### config.mk
export PLATFORM = sky130hd
export DESIGN_NAME = whole_word_replace_stream_flat
export DESIGN_NICKNAME = d
export VERILOG_FILES = /design/src/design/wwr_pkg.sv /design/src/design/wwr_in_if.sv /design/src/design/wwr_out_if.sv /design/src/design/wwr_cfg_if.sv /design/src/design/wwr_front.sv /design/src/design/wwr_queue.sv /design/src/design/wwr_back.sv /design/src/design/whole_word_replace_stream.sv /design/src/flat_wrapper.sv
export VERILOG_INCLUDE_DIRS = /design/src /design/src/design
export SDC_FILE = /design/constraint.sdc
export NUM_CORES = 1
export LEC_CHECK = 0
export BUFFER_PORTS_ARGS = -buffer_cell sky130_fd_sc_hd__buf_2
export CORE_MARGIN = 1
export CORE_UTILIZATION = 55
export DETAILED_ROUTE_END_ITERATION = 10
export GPL_TIMING_DRIVEN = 0
export PLACE_DENSITY = 0.84
export SETUP_SLACK_MARGIN = 0.02
export SLEW_MARGIN = 20
export SYNTH_ARGS = -nofsm -noshare
export SYNTH_HDL_FRONTEND = slang
export SYNTH_SLANG_ARGS = --single-unit
### constraint.sdc
create_clock -name clk -period 11.5 [get_ports clk]
set_clock_uncertainty 0.2 [all_clocks]
set_input_delay 2.3 -clock clk [delete_from_list [all_inputs] [get_ports clk]]
set_output_delay 2.3 -clock clk [all_outputs]
set_load 0.02 [all_outputs]
### src/design/assert_macros.svh
`ifndef ASSERT_MACROS_SVH
`define ASSERT_MACROS_SVH

// Same-cycle implication, sampled on clk, off while rst_n is low
`define WWR_ASSERT_IMPL(lbl, ante, cons) \
    lbl: assert property (@(posedge clk) disable iff (!rst_n) (ante) |-> (cons)) \
        else $error("assertion failed");

// Next-cycle implication, sampled on clk, off while rst_n is low
`define WWR_ASSERT_NEXT(lbl, ante, cons) \
    lbl: assert property (@(posedge clk) disable iff (!rst_n) (ante) |=> (cons)) \
        else $error("assertion failed");

`endif

### src/design/wwr_pkg.sv
package wwr_pkg;

    localparam int WORD_BYTES_DEF = 8;
    localparam int MAX_WORD_LEN   = 8;
    localparam int BYTE_W         = 8;
    localparam int LEN_W          = 4;
    localparam int WORD_W         = MAX_WORD_LEN * BYTE_W;
    localparam int CFG_IDX_W      = 8;
    localparam int CFG_DATA_W     = 64;
    localparam int QUEUE_DEPTH    = 2;

    localparam logic [CFG_IDX_W-1:0] REG_MATCH_WORD   = 8'd0;
    localparam logic [CFG_IDX_W-1:0] REG_MATCH_LEN    = 8'd1;
    localparam logic [CFG_IDX_W-1:0] REG_REPLACE_WORD = 8'd2;
    localparam logic [CFG_IDX_W-1:0] REG_REPLACE_LEN  = 8'd3;

    localparam logic [BYTE_W-1:0] CH_SPACE   = 8'h20;
    localparam logic [BYTE_W-1:0] CH_COMMA   = 8'h2C;
    localparam logic [BYTE_W-1:0] CH_NEWLINE = 8'h0A;
    localparam logic [BYTE_W-1:0] CH_PERIOD  = 8'h2E;

    typedef struct packed {
        logic [WORD_W-1:0] word;
        logic [LEN_W-1:0]  len;
        logic [BYTE_W-1:0] tail;
    } wwr_job_t;

    typedef struct packed {
        logic     push;
        wwr_job_t job;
    } wwr_push_t;

    typedef struct packed {
        logic             pop;
        logic [LEN_W-1:0] idx;
    } wwr_back_stat_t;

    function automatic logic is_delim(input logic [BYTE_W-1:0] b);
        return (b == CH_SPACE) || (b == CH_COMMA) || (b == CH_NEWLINE) || (b == CH_PERIOD);
    endfunction

endpackage

### src/design/wwr_in_if.sv
interface wwr_in_if;
    logic       valid;
    logic       ready;
    logic [7:0] in_byte;

    modport source (output valid, output in_byte, input ready);
    modport sink (input valid, input in_byte, output ready);
endinterface

### src/design/wwr_out_if.sv
interface wwr_out_if;
    logic       valid;
    logic       ready;
    logic [7:0] out_byte;
    logic       run_last;

    modport source (output valid, output out_byte, output run_last, input ready);
    modport sink (input valid, input out_byte, input run_last, output ready);
endinterface

### src/design/wwr_cfg_if.sv
interface wwr_cfg_if;
    logic        valid;
    logic        ready;
    logic [7:0]  index;
    logic [63:0] data;

    modport source (output valid, output index, output data, input ready);
    modport sink (input valid, input index, input data, output ready);
endinterface

### src/design/wwr_front.sv
module wwr_front #(
    parameter int WORD_BYTES = wwr_pkg::WORD_BYTES_DEF
) (
    input  logic              clk,
    input  logic              rst_n,
    wwr_in_if.sink            text,
    wwr_cfg_if.sink           cfg,
    input  logic              q_full,
    output wwr_pkg::wwr_push_t push
);
    import wwr_pkg::*;

    localparam int IDX_W = (WORD_BYTES > 1) ? $clog2(WORD_BYTES) : 1;
    localparam logic [LEN_W-1:0] FULL_CNT = LEN_W'(WORD_BYTES);
    localparam logic [LEN_W-1:0] MAX_LEN  = LEN_W'(MAX_WORD_LEN);

    logic [BYTE_W-1:0] store_reg [WORD_BYTES];
    logic [LEN_W-1:0]  count_reg, count_next;
    logic              long_reg, long_next;

    logic [WORD_W-1:0] match_word_reg;
    logic [LEN_W-1:0]  match_len_reg;
    logic [WORD_W-1:0] replace_word_reg;
    logic [LEN_W-1:0]  replace_len_reg;

    logic              acc;
    logic              delim;
    logic              do_store;
    logic              hit;
    logic [WORD_W-1:0] store_word;
    logic [LEN_W-1:0]  rep_len;

    assign text.ready = !q_full;
    assign cfg.ready  = 1'b1;
    assign acc        = text.valid && text.ready;
    assign delim      = is_delim(text.in_byte);
    assign do_store   = acc && !delim && !long_reg && (count_reg < FULL_CNT);
    assign rep_len    = (replace_len_reg > MAX_LEN) ? MAX_LEN : replace_len_reg;

    always_comb
    begin
        store_word = '0;
        hit        = (match_len_reg == count_reg);
        for (int i = 0; i < WORD_BYTES; i++)
        begin
            store_word[i*BYTE_W +: BYTE_W] = store_reg[i];
            if ((LEN_W'(i) < count_reg) &&
                (store_reg[i] != match_word_reg[i*BYTE_W +: BYTE_W]))
            begin
                hit = 1'b0;
            end
        end
    end

    always_comb
    begin
        push          = '0;
        push.job.tail = text.in_byte;
        count_next    = count_reg;
        long_next     = long_reg;
        if (acc)
        begin
            if (!delim)
            begin
                if (long_reg)
                begin
                    push.push = 1'b1;
                end
                else if (count_reg < FULL_CNT)
                begin
                    count_next = count_reg + 1'b1;
                end
                else
                begin
                    push.push     = 1'b1;
                    push.job.word = store_word;
                    push.job.len  = FULL_CNT;
                    count_next    = '0;
                    long_next     = 1'b1;
                end
            end
            else
            begin
                push.push = 1'b1;
                if (!long_reg)
                begin
                    if (hit)
                    begin
                        push.job.word = replace_word_reg;
                        push.job.len  = rep_len;
                    end
                    else
                    begin
                        push.job.word = store_word;
                        push.job.len  = count_reg;
                    end
                end
                count_next = '0;
                long_next  = 1'b0;
            end
        end
    end

    always_ff @(posedge clk)
    begin
        if (do_store)
        begin
            store_reg[count_reg[IDX_W-1:0]] <= text.in_byte;
        end
    end

    always_ff @(posedge clk or negedge rst_n)
    begin
        if (!rst_n)
        begin
            count_reg        <= '0;
            long_reg         <= 1'b0;
            match_word_reg   <= '0;
            match_len_reg    <= '0;
            replace_word_reg <= '0;
            replace_len_reg  <= '0;
        end
        else
        begin
            count_reg <= count_next;
            long_reg  <= long_next;
            if (cfg.valid)
            begin
                case (cfg.index)
                    REG_MATCH_WORD:   match_word_reg   <= cfg.data;
                    REG_MATCH_LEN:    match_len_reg    <= cfg.data[LEN_W-1:0];
                    REG_REPLACE_WORD: replace_word_reg <= cfg.data;
                    REG_REPLACE_LEN:  replace_len_reg  <= cfg.data[LEN_W-1:0];
                    default:          ;
                endcase
            end
        end
    end

endmodule

### src/design/wwr_queue.sv
module wwr_queue #(
    parameter int DEPTH = wwr_pkg::QUEUE_DEPTH
) (
    input  logic                clk,
    input  logic                rst_n,
    input  wwr_pkg::wwr_push_t  push,
    input  logic                pop,
    output logic                full,
    output logic                head_valid,
    output wwr_pkg::wwr_job_t   head
);
    import wwr_pkg::*;

    localparam int PTR_W = (DEPTH > 1) ? $clog2(DEPTH) : 1;
    localparam int CNT_W = $clog2(DEPTH + 1);
    localparam logic [PTR_W-1:0] LAST_PTR = PTR_W'(DEPTH - 1);

    wwr_job_t           job_reg [DEPTH];
    logic [PTR_W-1:0]   wr_reg, wr_next;
    logic [PTR_W-1:0]   rd_reg, rd_next;
    logic [CNT_W-1:0]   cnt_reg, cnt_next;
    logic               do_push;
    logic               do_pop;

    assign full       = (cnt_reg == CNT_W'(DEPTH));
    assign head_valid = (cnt_reg != '0);
    assign head       = job_reg[rd_reg];
    assign do_push    = push.push && !full;
    assign do_pop     = pop && head_valid;

    always_comb
    begin
        wr_next  = wr_reg;
        rd_next  = rd_reg;
        cnt_next = cnt_reg;
        if (do_push)
        begin
            wr_next = (wr_reg == LAST_PTR) ? '0 : wr_reg + 1'b1;
        end
        if (do_pop)
        begin
            rd_next = (rd_reg == LAST_PTR) ? '0 : rd_reg + 1'b1;
        end
        if (do_push && !do_pop)
        begin
            cnt_next = cnt_reg + 1'b1;
        end
        else if (!do_push && do_pop)
        begin
            cnt_next = cnt_reg - 1'b1;
        end
    end

    always_ff @(posedge clk)
    begin
        if (do_push)
        begin
            job_reg[wr_reg] <= push.job;
        end
    end

    always_ff @(posedge clk or negedge rst_n)
    begin
        if (!rst_n)
        begin
            wr_reg  <= '0;
            rd_reg  <= '0;
            cnt_reg <= '0;
        end
        else
        begin
            wr_reg  <= wr_next;
            rd_reg  <= rd_next;
            cnt_reg <= cnt_next;
        end
    end

endmodule

### src/design/wwr_back.sv
module wwr_back (
    input  logic                     clk,
    input  logic                     rst_n,
    input  logic                     head_valid,
    input  wwr_pkg::wwr_job_t        head,
    output wwr_pkg::wwr_back_stat_t  stat,
    wwr_out_if.source                result
);
    import wwr_pkg::*;

    logic [LEN_W-1:0]  idx_reg, idx_next;
    logic              last;
    logic [BYTE_W-1:0] word_byte;

    assign last      = (idx_reg >= head.len);
    assign word_byte = BYTE_W'(head.word >> {idx_reg[2:0], 3'b000});

    assign result.valid    = head_valid;
    assign result.out_byte = last ? head.tail : word_byte;
    assign result.run_last = last;

    assign stat.pop = head_valid && result.ready && last;
    assign stat.idx = idx_reg;

    always_comb
    begin
        idx_next = idx_reg;
        if (head_valid && result.ready)
        begin
            idx_next = last ? '0 : idx_reg + 1'b1;
        end
    end

    always_ff @(posedge clk or negedge rst_n)
    begin
        if (!rst_n)
        begin
            idx_reg <= '0;
        end
        else
        begin
            idx_reg <= idx_next;
        end
    end

endmodule

### src/design/whole_word_replace_stream.sv
// Channel  | Role  | Payload               | Transaction
// ---------+-------+-----------------------+-------------------------------
// text     | sink  | in_byte               | one input byte
// result   | src   | out_byte, run_last    | one output byte
// cfg      | sink  | index, data           | one register write
//
// Accepts one text byte per cycle while the job queue has room.
// A trigger byte queues a job; its first byte is offered once it heads the queue.
// A delimiter, or a byte that overflows the word buffer, produces up to
// MAX_WORD_LEN + 1 output bytes, one per cycle; the result port sets the output rate.
// Reset clears word count, overflow flag, queue and registers; no clearing pass.
// A stalled result fills the two-entry job queue, then text.ready drops.
`include "assert_macros.svh"

module whole_word_replace_stream #(
    parameter int WORD_BYTES = wwr_pkg::WORD_BYTES_DEF
) (
    input  logic      clk,
    input  logic      rst_n,
    wwr_in_if.sink    text,
    wwr_out_if.source result,
    wwr_cfg_if.sink   cfg
);
    import wwr_pkg::*;

    wwr_push_t      push;
    wwr_job_t       head;
    wwr_back_stat_t back_stat;
    logic           q_full;
    logic           head_valid;
    logic           run_done;

    assign run_done = result.valid && result.ready && result.run_last;

    wwr_front #(
        .WORD_BYTES (WORD_BYTES)
    ) u_front (
        .clk    (clk),
        .rst_n  (rst_n),
        .text   (text),
        .cfg    (cfg),
        .q_full (q_full),
        .push   (push)
    );

    wwr_queue #(
        .DEPTH (QUEUE_DEPTH)
    ) u_queue (
        .clk        (clk),
        .rst_n      (rst_n),
        .push       (push),
        .pop        (back_stat.pop),
        .full       (q_full),
        .head_valid (head_valid),
        .head       (head)
    );

    wwr_back u_back (
        .clk        (clk),
        .rst_n      (rst_n),
        .head_valid (head_valid),
        .head       (head),
        .stat       (back_stat),
        .result     (result)
    );

    `WWR_ASSERT_IMPL(a_push_not_full, push.push, !q_full)
    `WWR_ASSERT_IMPL(a_idx_bounded, head_valid, back_stat.idx <= head.len)
    `WWR_ASSERT_IMPL(a_len_range, head_valid, head.len <= LEN_W'(MAX_WORD_LEN))
    `WWR_ASSERT_NEXT(a_last_clears_idx, run_done, back_stat.idx == '0)

endmodule
### src/flat_wrapper.sv
// flat-port wrapper written by rule: the top's interface ports become plain ports
module whole_word_replace_stream_flat import wwr_pkg::*;
#(
    parameter int WORD_BYTES = wwr_pkg::WORD_BYTES_DEF
)
  (clk, rst_n, text_valid, text_in_byte, text_ready, result_valid, result_out_byte, result_run_last, result_ready, cfg_valid, cfg_index, cfg_data, cfg_ready);
  wwr_in_if text_i ();
  wwr_out_if result_i ();
  wwr_cfg_if cfg_i ();
  input  logic clk;
  input  logic rst_n;
  input wire logic [$bits(text_i.valid)-1:0] text_valid;
  input wire logic [$bits(text_i.in_byte)-1:0] text_in_byte;
  output wire logic [$bits(text_i.ready)-1:0] text_ready;
  output wire logic [$bits(result_i.valid)-1:0] result_valid;
  output wire logic [$bits(result_i.out_byte)-1:0] result_out_byte;
  output wire logic [$bits(result_i.run_last)-1:0] result_run_last;
  input wire logic [$bits(result_i.ready)-1:0] result_ready;
  input wire logic [$bits(cfg_i.valid)-1:0] cfg_valid;
  input wire logic [$bits(cfg_i.index)-1:0] cfg_index;
  input wire logic [$bits(cfg_i.data)-1:0] cfg_data;
  output wire logic [$bits(cfg_i.ready)-1:0] cfg_ready;
  assign text_i.valid = text_valid;
  assign text_i.in_byte = text_in_byte;
  assign text_ready = text_i.ready;
  assign result_valid = result_i.valid;
  assign result_out_byte = result_i.out_byte;
  assign result_run_last = result_i.run_last;
  assign result_i.ready = result_ready;
  assign cfg_i.valid = cfg_valid;
  assign cfg_i.index = cfg_index;
  assign cfg_i.data = cfg_data;
  assign cfg_ready = cfg_i.ready;
  whole_word_replace_stream #(.WORD_BYTES(WORD_BYTES)) u_core (.clk(clk), .rst_n(rst_n), .text(text_i), .result(result_i), .cfg(cfg_i));
endmodule
==> results of run 1 <==
power by group:
| group | switching (W) | internal [W] |
|---|---|---|
| clock | 0.000485 | 0.000711 |
| combinational | 0.000561 | 0.000370 |
| sequential | 0.0000692 | 0.00161 |
| total | 0.00111 | 0.00269 |
critical path, delay by kind of cell, from the launching register on:
kind	cells	cell delay (ns)
flops	1	0.32
fa+ha+maj	1	0.25
buf+inv	5	2.31
compound gates	4	1.05
simple gates	1	0.09
mux	1	0.27
placed cells by master (no fill, tap or decap), types with 12 or more instances in the layout:
master | netlist | final
buf_2 | 18 | 112
clkbuf_1 | 24 | 32
clkbuf_16 | 0 | 39
dfrtp_1 | 149 | 149
edfxtp_1 | 216 | 216
mux2_2 | 126 | 126
mux2i_1 | 76 | 76
mux4_2 | 40 | 40
nand2_1 | 158 | 158
nand4_1 | 12 | 12
nor2_1 | 13 | 12
o21ai_0 | 15 | 15
xnor2_1 | 43 | 43
xor2_1 | 30 | 30
layer usage:
metal	up-vias	wire length, µm	track usage
met1	4687	14530	0.3430
met4	2	1587	0.1254
met2	436	18180	0.4350
met5	-	8	0
met3	91	3032	0.06037
li1	4052	-	-
metrics by stage:
| stage | setup WS (ns) | util |
|---|---|---|
| finish | 4.177 | 0.6451 |
| global route | 3.798 | 0.6451 |
| CTS | 4.169 | 0.6450 |
| detailed placement | 4.735 | 0.6017 |
| global placement | 2.294 | 0.5959 |
| floorplan | 4.322 | - |
synthesized netlist by cell type, types with 12 or more instances:
| library cell | count | area, µm² |
|---|---|---|
| buf_2 | 18 | 90.09 |
| clkbuf_1 | 24 | 90.09 |
| dfrtp_1 | 149 | 3729 |
| edfxtp_1 | 216 | 6486 |
| mux2_2 | 126 | 1419 |
| mux2i_1 | 76 | 760.7 |
| mux4_2 | 40 | 900.9 |
| nand2_1 | 158 | 593.1 |
| nand4_1 | 12 | 75.07 |
| nor2_1 | 13 | 48.80 |
| o21ai_0 | 15 | 75.07 |
| xnor2_1 | 43 | 376.6 |
| xor2_1 | 30 | 262.8 |
kinds of logic (layout without fill, tap and decap cells):
logic type / count (synthesis) / after routing / share of synthesized area
multiplexers: 253 / 253 / 0.2041
adder cells (fa/ha/maj): 8 / 8 / 0.006376
flip-flops: 365 / 365 / 0.6507
AO/OA/AOI/OAI: 42 / 42 / 0.01650
XOR/XNOR: 73 / 73 / 0.04073
other: 1 / 2 / 0.0002389
AND/OR/NAND/NOR: 224 / 224 / 0.06249
buffers and inverters: 60 / 228 / 0.01889
layout make-up:
cell class / instances / area share
antenna: 1 / 0.0001389
multi-input combinational: 601 / 0.2890
clock inverter: 21 / 0.01139
sequential: 365 / 0.5668
clock buffer: 47 / 0.05582
timing repair buffer: 100 / 0.03416
inverter: 9 / 0.001875
tap: 378 / 0.02624
buffer: 51 / 0.01458
final timing paths:
| path | from | end | slack (ns) | depth (start not counted) |
|---|---|---|---|---|
| max in group asynchronous | rst_n | u_core.u_front.replace_word_reg[32] | 8.80 | 2 |
| worst max-delay path | u_core.u_queue.rd_reg | result_out_byte[7] | 4.18 | 12 |
| worst max register to register | u_core.u_queue.rd_reg | u_core.u_queue.cnt_reg[1] | 6.84 | 14 |
| worst min register to register | u_core.u_queue.cnt_reg[1] | u_core.u_queue.cnt_reg[1] | 0.28 | 1 |
| min in group asynchronous | rst_n | u_core.u_back.idx_reg[0] | 1.52 | 1 |
| worst min-delay path | u_core.u_queue.cnt_reg[1] | u_core.u_queue.cnt_reg[1] | 0.28 | 1 |
==> results.yml, run 1 <==
sta:
  hold_viol_final: 0
  max_freq_ghz: 0.1366
  slew_headroom: 0.4559
  final_max_slew_viol_count: 0
  rsz0062_at_grt: "false"
  period_needed_ns: 7.323
  post-route-period-util: 0.6368
  setup_viol: 0
  holdWs_ns: 0.2849
  final.setup.tns_ns: 0
  worstMarginPinSlew_ns: 0.8132
yosys:
  ys_ff_latch: 365
  synth_cell_types: 50
  synthArstFlopShare: 0.4082
  ys_seq_area_frac: 0.6507
  synth_area_mm2: 0.01570
  synthesis.instances: 1026
  synth_edf_count: 216
  syn-num-nets: 1119
  synth_flop_cell: "edfxtp_1"
  synth-warning-count: 0
  syn_avg_cell_area_um2: 15.30
floorplan:
  fp.coreArea_mm2: 0.02793
  io_pins: 97
  die_x_um: 170.9
  die-area_mm2: 0.02922
  rows: 61
  start_util: 0.5620
  die_y_um: 170.9
worst_hold_path:
  hold_class: "flop to flop"
layout:
  nNetsFinal: 1258
  stdcell_count: 1573
  largest_reg_flops: 152
  seqCellArea_mm2: 0.01021
  drive_above_1_share: 0.2956
  fill_cells: 1985
  multi_input_area_mm2: 0.005207
  final_area_mm2: 0.01802
  area.growth.synth_to_final_pct: 14.79
clock_network:
  htreeDepth: 2
  cts_made_buffers: 37
  clock_latency_ns: 0.52
  cts-root-buf: "clkbuf_16"
  cts_tree: "yes"
  clock-sinks: 365
  cts.repair.resized: 0
  clk_pin_slew_ns: 0.06
  post_cts_buffers: 0
  clk_path_buf_depth: 3
  ctsHoldBuffers: 0
power:
  ir_drop_v: 0.0001252
  finalPower_w: 0.003802
  power_density_mw_per_mm2: 210.9
  p_leak_nw: 7.538
outcome:
  status: "complete, no violations"
place:
  hpwl_um: 25290
  dp_cells: 1504
  io_buffers: 95
  gp_congestion: 0.9030
  post_dp_cell_area_mm2: 0.01681
setup_path:
  end_kind: "output pin"
  cp.required_ns: 9.00
  start_kind: "flop"
  path_max_fanout: 10
  critPathArrivalTime_ns: 4.82
  critPathKind: "flop to output pin"
  max_stage_delay_ns: 0.64
  cp_cell_sequence: "clkbuf_1 -> buf_2 -> buf_1 -> mux2i_1 -> ha_1 -> a21o_1 -> a21o_1 -> a21oi_1 -> clkbuf_1 -> nand2_1 -> o21ai_0 -> buf_2"
  crit_slowest_cell: "buf_1"
grt:
  grt_max_degree: 84
  antenna_found_initial: 2
  grt_pass1_wl_um: 56400
  grt_use_total: 0.2674
  grt_pass1_vias: 9671
  overflow: 0
route:
  drtIter0Drc: 1042
  num_vias: 9268
  vias_per_cell: 5.892
  final_antenna_net_count: 0
  first_pass_iters: 6
  wl_per_cell_um: 23.74
  drc: 0
  wl_um: 37340
job:
  max_cap_viol_count: 0
No activity file was read; power rests on OpenSTA's default activity.
==> run 2: changes to the inputs <==
PLACE_DENSITY = 0.87   (was 0.84)
clock period = 6.7 ns   (was 11.5 ns; I/O delays follow)
==> results.yml, run 2 (synthesis gave the netlist of run 1 again) <==
outcome:
  status: "complete, no violations"
clock_network:
  cts.repair.resized: 0
  cts_made_buffers: 37
  clock-sinks: 365
  clock_latency_ns: 0.53
  clk_pin_slew_ns: 0.06
  ctsHoldBuffers: 0
  htreeDepth: 2
  cts-root-buf: "clkbuf_16"
  cts_tree: "yes"
  post_cts_buffers: 0
  clk_path_buf_depth: 3
route:
  wl_per_cell_um: 24.26
  drc: 0
  drtIter0Drc: 1122
  vias_per_cell: 6.020
  num_vias: 9457
  first_pass_iters: 5
  wl_um: 38110
  final_antenna_net_count: 0
floorplan:
  die_x_um: 170.9
  io_pins: 97
  rows: 61
  die_y_um: 170.9
  die-area_mm2: 0.02922
  start_util: 0.5620
  fp.coreArea_mm2: 0.02793
place:
  io_buffers: 95
  gp_congestion: 0.9126
  hpwl_um: 25600
  dp_cells: 1504
worst_hold_path:
  hold_class: "flop to flop"
sta:
  slew_headroom: 0.4298
  final_max_slew_viol_count: 0
  post-route-period-util: 0.9333
  setup_viol: 0
  period_needed_ns: 6.253
  max_freq_ghz: 0.1599
  rsz0062_at_grt: "false"
  final.setup.tns_ns: 0
  hold_viol_final: 0
  worstMarginPinSlew_ns: 0.8507
grt:
  grt_use_total: 0.2696
  antenna_found_initial: 2
  overflow: 0
  grt_max_degree: 82
  grt_pass1_vias: 9667
  grt_pass1_wl_um: 57300
power:
  p_leak_nw: 7.548
  power_density_mw_per_mm2: 364.5
  ir_drop_v: 0.0002173
setup_path:
  start_kind: "flop"
  end_kind: "output pin"
  cp_cell_sequence: "clkbuf_1 -> buf_2 -> mux2_2 -> ha_1 -> nand2b_1 -> a21o_1 -> a21o_1 -> a21oi_1 -> clkbuf_1 -> nand2_1 -> o21ai_0 -> buf_2"
  critPathArrivalTime_ns: 4.71
  crit_slowest_cell: "buf_2"
  max_stage_delay_ns: 0.64
  cp.required_ns: 5.16
  critPathKind: "flop to output pin"
  path_max_fanout: 19
layout:
  area.growth.synth_to_final_pct: 14.82
  diodes: 0
  final_common_cell: "edfxtp_1"
  stdcell_count: 1571
  drive_above_1_share: 0.2967
  nNetsFinal: 1257
  largest_reg_flops: 152
  layout_common_cells: "edfxtp_1 (216), nand2_1 (158), dfrtp_1 (149)"
  fill_cells: 1933
  fin_util: 0.6453
job:
  max_cap_viol_count: 0
-- run 2: changes by cell type in the layout (fill, tap and decap cells not counted) --
cell        delta
buf_16         -2
buf_12         +2
clkbuf_1       +4
clkinvlp_4     -2
clkbuf_8       +3
clkinv_4       +1
diode_2        -1
buf_1          -1
clkinv_2       -1
clkinv_1       -5
-- run 2: worst max-delay path: cells and delay by family, from the launching register on --
kind            cells  cell delay, ns
compound gates      4            1.06
fa+ha+maj           1            0.29
buf+inv             4            1.86
flops               1            0.33
mux                 1            0.41
simple gates        2            0.24
-- run 2: worst paths after layout --
kind | startpoint | slack, ns | depth (start not counted) | end
max | u_core.u_queue.rd_reg | 0.45 | 12 | result_out_byte[2]
min in group asynchronous | rst_n | 0.55 | 1 | u_core.u_back.idx_reg[0]
min | u_core.u_queue.cnt_reg[1] | 0.29 | 1 | u_core.u_queue.cnt_reg[1]
max in group asynchronous | rst_n | 4.97 | 2 | u_core.u_front.match_word_reg[32]
min reg2reg | u_core.u_queue.cnt_reg[1] | 0.29 | 1 | u_core.u_queue.cnt_reg[1]
max reg2reg | u_core.u_queue.rd_reg | 2.15 | 14 | u_core.u_queue.cnt_reg[1]
-- run 2: final cells by class --
type / count / area [µm²] / share of cell area
buffer: 50 / 259.0 / 0.01437
sequential: 365 / 10210 / 0.5667
inverter: 9 / 33.78 / 0.001874
multi-input combinational: 601 / 5207 / 0.2889
timing repair buffer: 100 / 600.6 / 0.03332
clock inverter: 14 / 175.2 / 0.009718
tap: 378 / 473.0 / 0.02624
clock buffer: 54 / 1062 / 0.05893
-- run 2: per-layer routing --
layer  up-vias  wire length, µm  track usage
met2       533            18900       0.4513
met1      4770            14560       0.3521
met4         0             1366       0.1052
met3       102             3285      0.04835
met5         -                0            0
li1       4052                -            -
-- run 2: power by group --
| group | switching (W) | internal (W) | leakage (nW) |
|---|---|---|---|
| combinational | 0.000961 | 0.000627 | 2.89 |
| clock | 0.000841 | 0.00126 | 0.608 |
| sequential | 0.000124 | 0.00276 | 4.05 |
| total | 0.00193 | 0.00464 | 7.55 |
-- run 2: stage by stage --
| stage | hold WS [ns] | area, µm² | setup WS (ns) | power, W |
|---|---|---|---|---|
| 4_1_cts | 0.2876 | 18030 | 0.3018 | 0.006567 |
| 2_1_floorplan | 0.2566 | 15700 | 0.4825 | 0.003899 |
| 5_1_grt | 0.3076 | 18030 | 0.1003 | 0.006780 |
| 3_3_place_gp | 0.2675 | 16650 | -1.563 | 0.004401 |
| 3_5_place_dp | 0.2749 | 16790 | 0.8961 | 0.004476 |
| 6_report | 0.2861 | 18030 | 0.4468 | 0.006570 |
==> run 3: changes to the inputs <==
MAX_ROUTING_LAYER = met4   (was unset)
==> results.yml, run 3 (synthesis gave the netlist of run 1 again) <==
job:
  max_cap_viol_count: 0
sta:
  slew_headroom: 0.4158
  setup_viol: 0
  final_max_slew_viol_count: 0
  rsz0062_at_grt: "false"
  period_needed_ns: 6.281
  worstMarginPinSlew_ns: 0.8763
  post-route-period-util: 0.9374
  final.setup.tns_ns: 0
  hold_viol_final: 0
  max_freq_ghz: 0.1592
setup_path:
  critPathArrivalTime_ns: 4.74
  cp_cell_sequence: "clkbuf_1 -> buf_2 -> clkbuf_2 -> mux2i_1 -> ha_1 -> a21o_1 -> a21o_1 -> a21oi_1 -> clkbuf_1 -> nand2_1 -> o21ai_0 -> buf_2"
  crit_slowest_cell: "clkbuf_1"
  end_kind: "output pin"
  path_max_fanout: 10
  cp_num_buf_inv: 5
  path_delay_family: "buffers and inverters"
  cp.required_ns: 5.16
  start_kind: "flop"
  max_stage_delay_ns: 0.65
  critPathKind: "flop to output pin"
clock_network:
  cts_tree: "yes"
  htreeDepth: 2
  clock-sinks: 365
  clk_path_buf_depth: 3
  post_cts_buffers: 0
  clk_pin_slew_ns: 0.06
  cts_made_buffers: 38
  cts-root-buf: "clkbuf_16"
  cts.repair.resized: 0
  clock_latency_ns: 0.52
  ctsHoldBuffers: 0
floorplan:
  rows: 61
  die-area_mm2: 0.02922
  fp.coreArea_mm2: 0.02793
  start_util: 0.5620
  io_pins: 97
  die_y_um: 170.9
  die_x_um: 170.9
power:
  ir_drop_v: 0.0002290
  power_density_mw_per_mm2: 365.9
  p_leak_nw: 7.552
place:
  io_buffers: 95
  gp_congestion: 0.9209
  hpwl_um: 25800
route:
  first_pass_iters: 7
  vias_per_cell: 6.011
  drtIter0Drc: 1102
  wl_um: 38430
  final_antenna_net_count: 0
  drc: 0
  num_vias: 9462
  wl_per_cell_um: 24.42
layout:
  largest_reg_flops: 152
  drive_above_1_share: 0.3013
  fill_cells: 1957
  final_common_cell: "edfxtp_1"
  fin_util: 0.6463
  nNetsFinal: 1259
  layout_common_cells: "edfxtp_1 (216), nand2_1 (158), dfrtp_1 (149)"
  area.growth.synth_to_final_pct: 15.01
worst_hold_path:
  hold_class: "flop to flop"
grt:
  overflow: 0
  grt_max_degree: 83
  grt_pass1_vias: 9826
  grt_pass1_wl_um: 58170
  antenna_found_initial: 2
  grt_use_total: 0.2829
outcome:
  status: "complete, no violations"
-- run 3: cell count changes in the layout (fill, tap and decap cells not counted) --
cell,delta
clkbuf_1,-7
clkbuf_2,+1
clkbuf_8,-2
clkinv_1,+3
clkinv_4,-1
clkinv_8,+1
clkinvlp_4,+4
diode_2,+1
inv_6,+3
-- run 3: metal layers --
layer	global-route usage	share of wire	wire, µm	vias to the layer above
li1	-	-	-	4054
met1	0.3491	0.38	14560	4780
met2	0.4605	0.49	18740	512
met3	0.05251	0.088	3382	116
met4	0.1207	0.046	1751	0
met5	-	0	0	-
-- run 3: area by class of cell --
type	instances	area (µm²)	area share
flip-flops and latches	365	10210	0.5658
clock buffers	45	1008	0.05586
plain buffers	51	264.0	0.01462
multi-input cells	601	5207	0.2884
repair buffers	100	600.6	0.03326
diodes	1	2.502	0.0001386
inverters	9	33.78	0.001871
well taps	378	473.0	0.02620
clock inverters	24	250.2	0.01386
-- run 3: where the power goes --
group          internal, W  switching [W]  total [W]
combinational     0.000630       0.000978    0.00161
clock              0.00124       0.000874    0.00212
sequential         0.00276       0.000124    0.00288
-- run 3: path summary, 6_finish.rpt --
check,endpoint,from,slack [ns],cells past startpoint
max in group asynchronous,u_core.u_front.match_word_reg[24],rst_n,4.93,2
worst max-delay path,result_out_byte[2],u_core.u_queue.rd_reg,0.42,12
min in group asynchronous,u_core.u_back.idx_reg[2],rst_n,0.57,1
worst min-delay path,u_core.u_front.replace_word_reg[53],u_core.u_front.replace_word_reg[53],0.29,1
worst max register to register,u_core.u_queue.cnt_reg[1],u_core.u_queue.rd_reg,2.19,13
worst min register to register,u_core.u_front.replace_word_reg[53],u_core.u_front.replace_word_reg[53],0.29,1
-- run 3: through the flow --
step | power [W] | cells | setup slack (ns) | hold WS, ns | cell area [µm²]
global placement | 0.004404 | 1499 | -1.556 | 0.2680 | 16650
detailed placement | 0.004495 | 1504 | 0.7259 | 0.2746 | 16790
CTS | 0.006603 | 1573 | 0.1923 | 0.2879 | 18050
finish | 0.006606 | 1574 | 0.4192 | 0.2874 | 18050
floorplan | 0.003899 | 1026 | 0.4825 | 0.2566 | 15700
global route | 0.006817 | 1574 | 0.1690 | 0.3001 | 18050
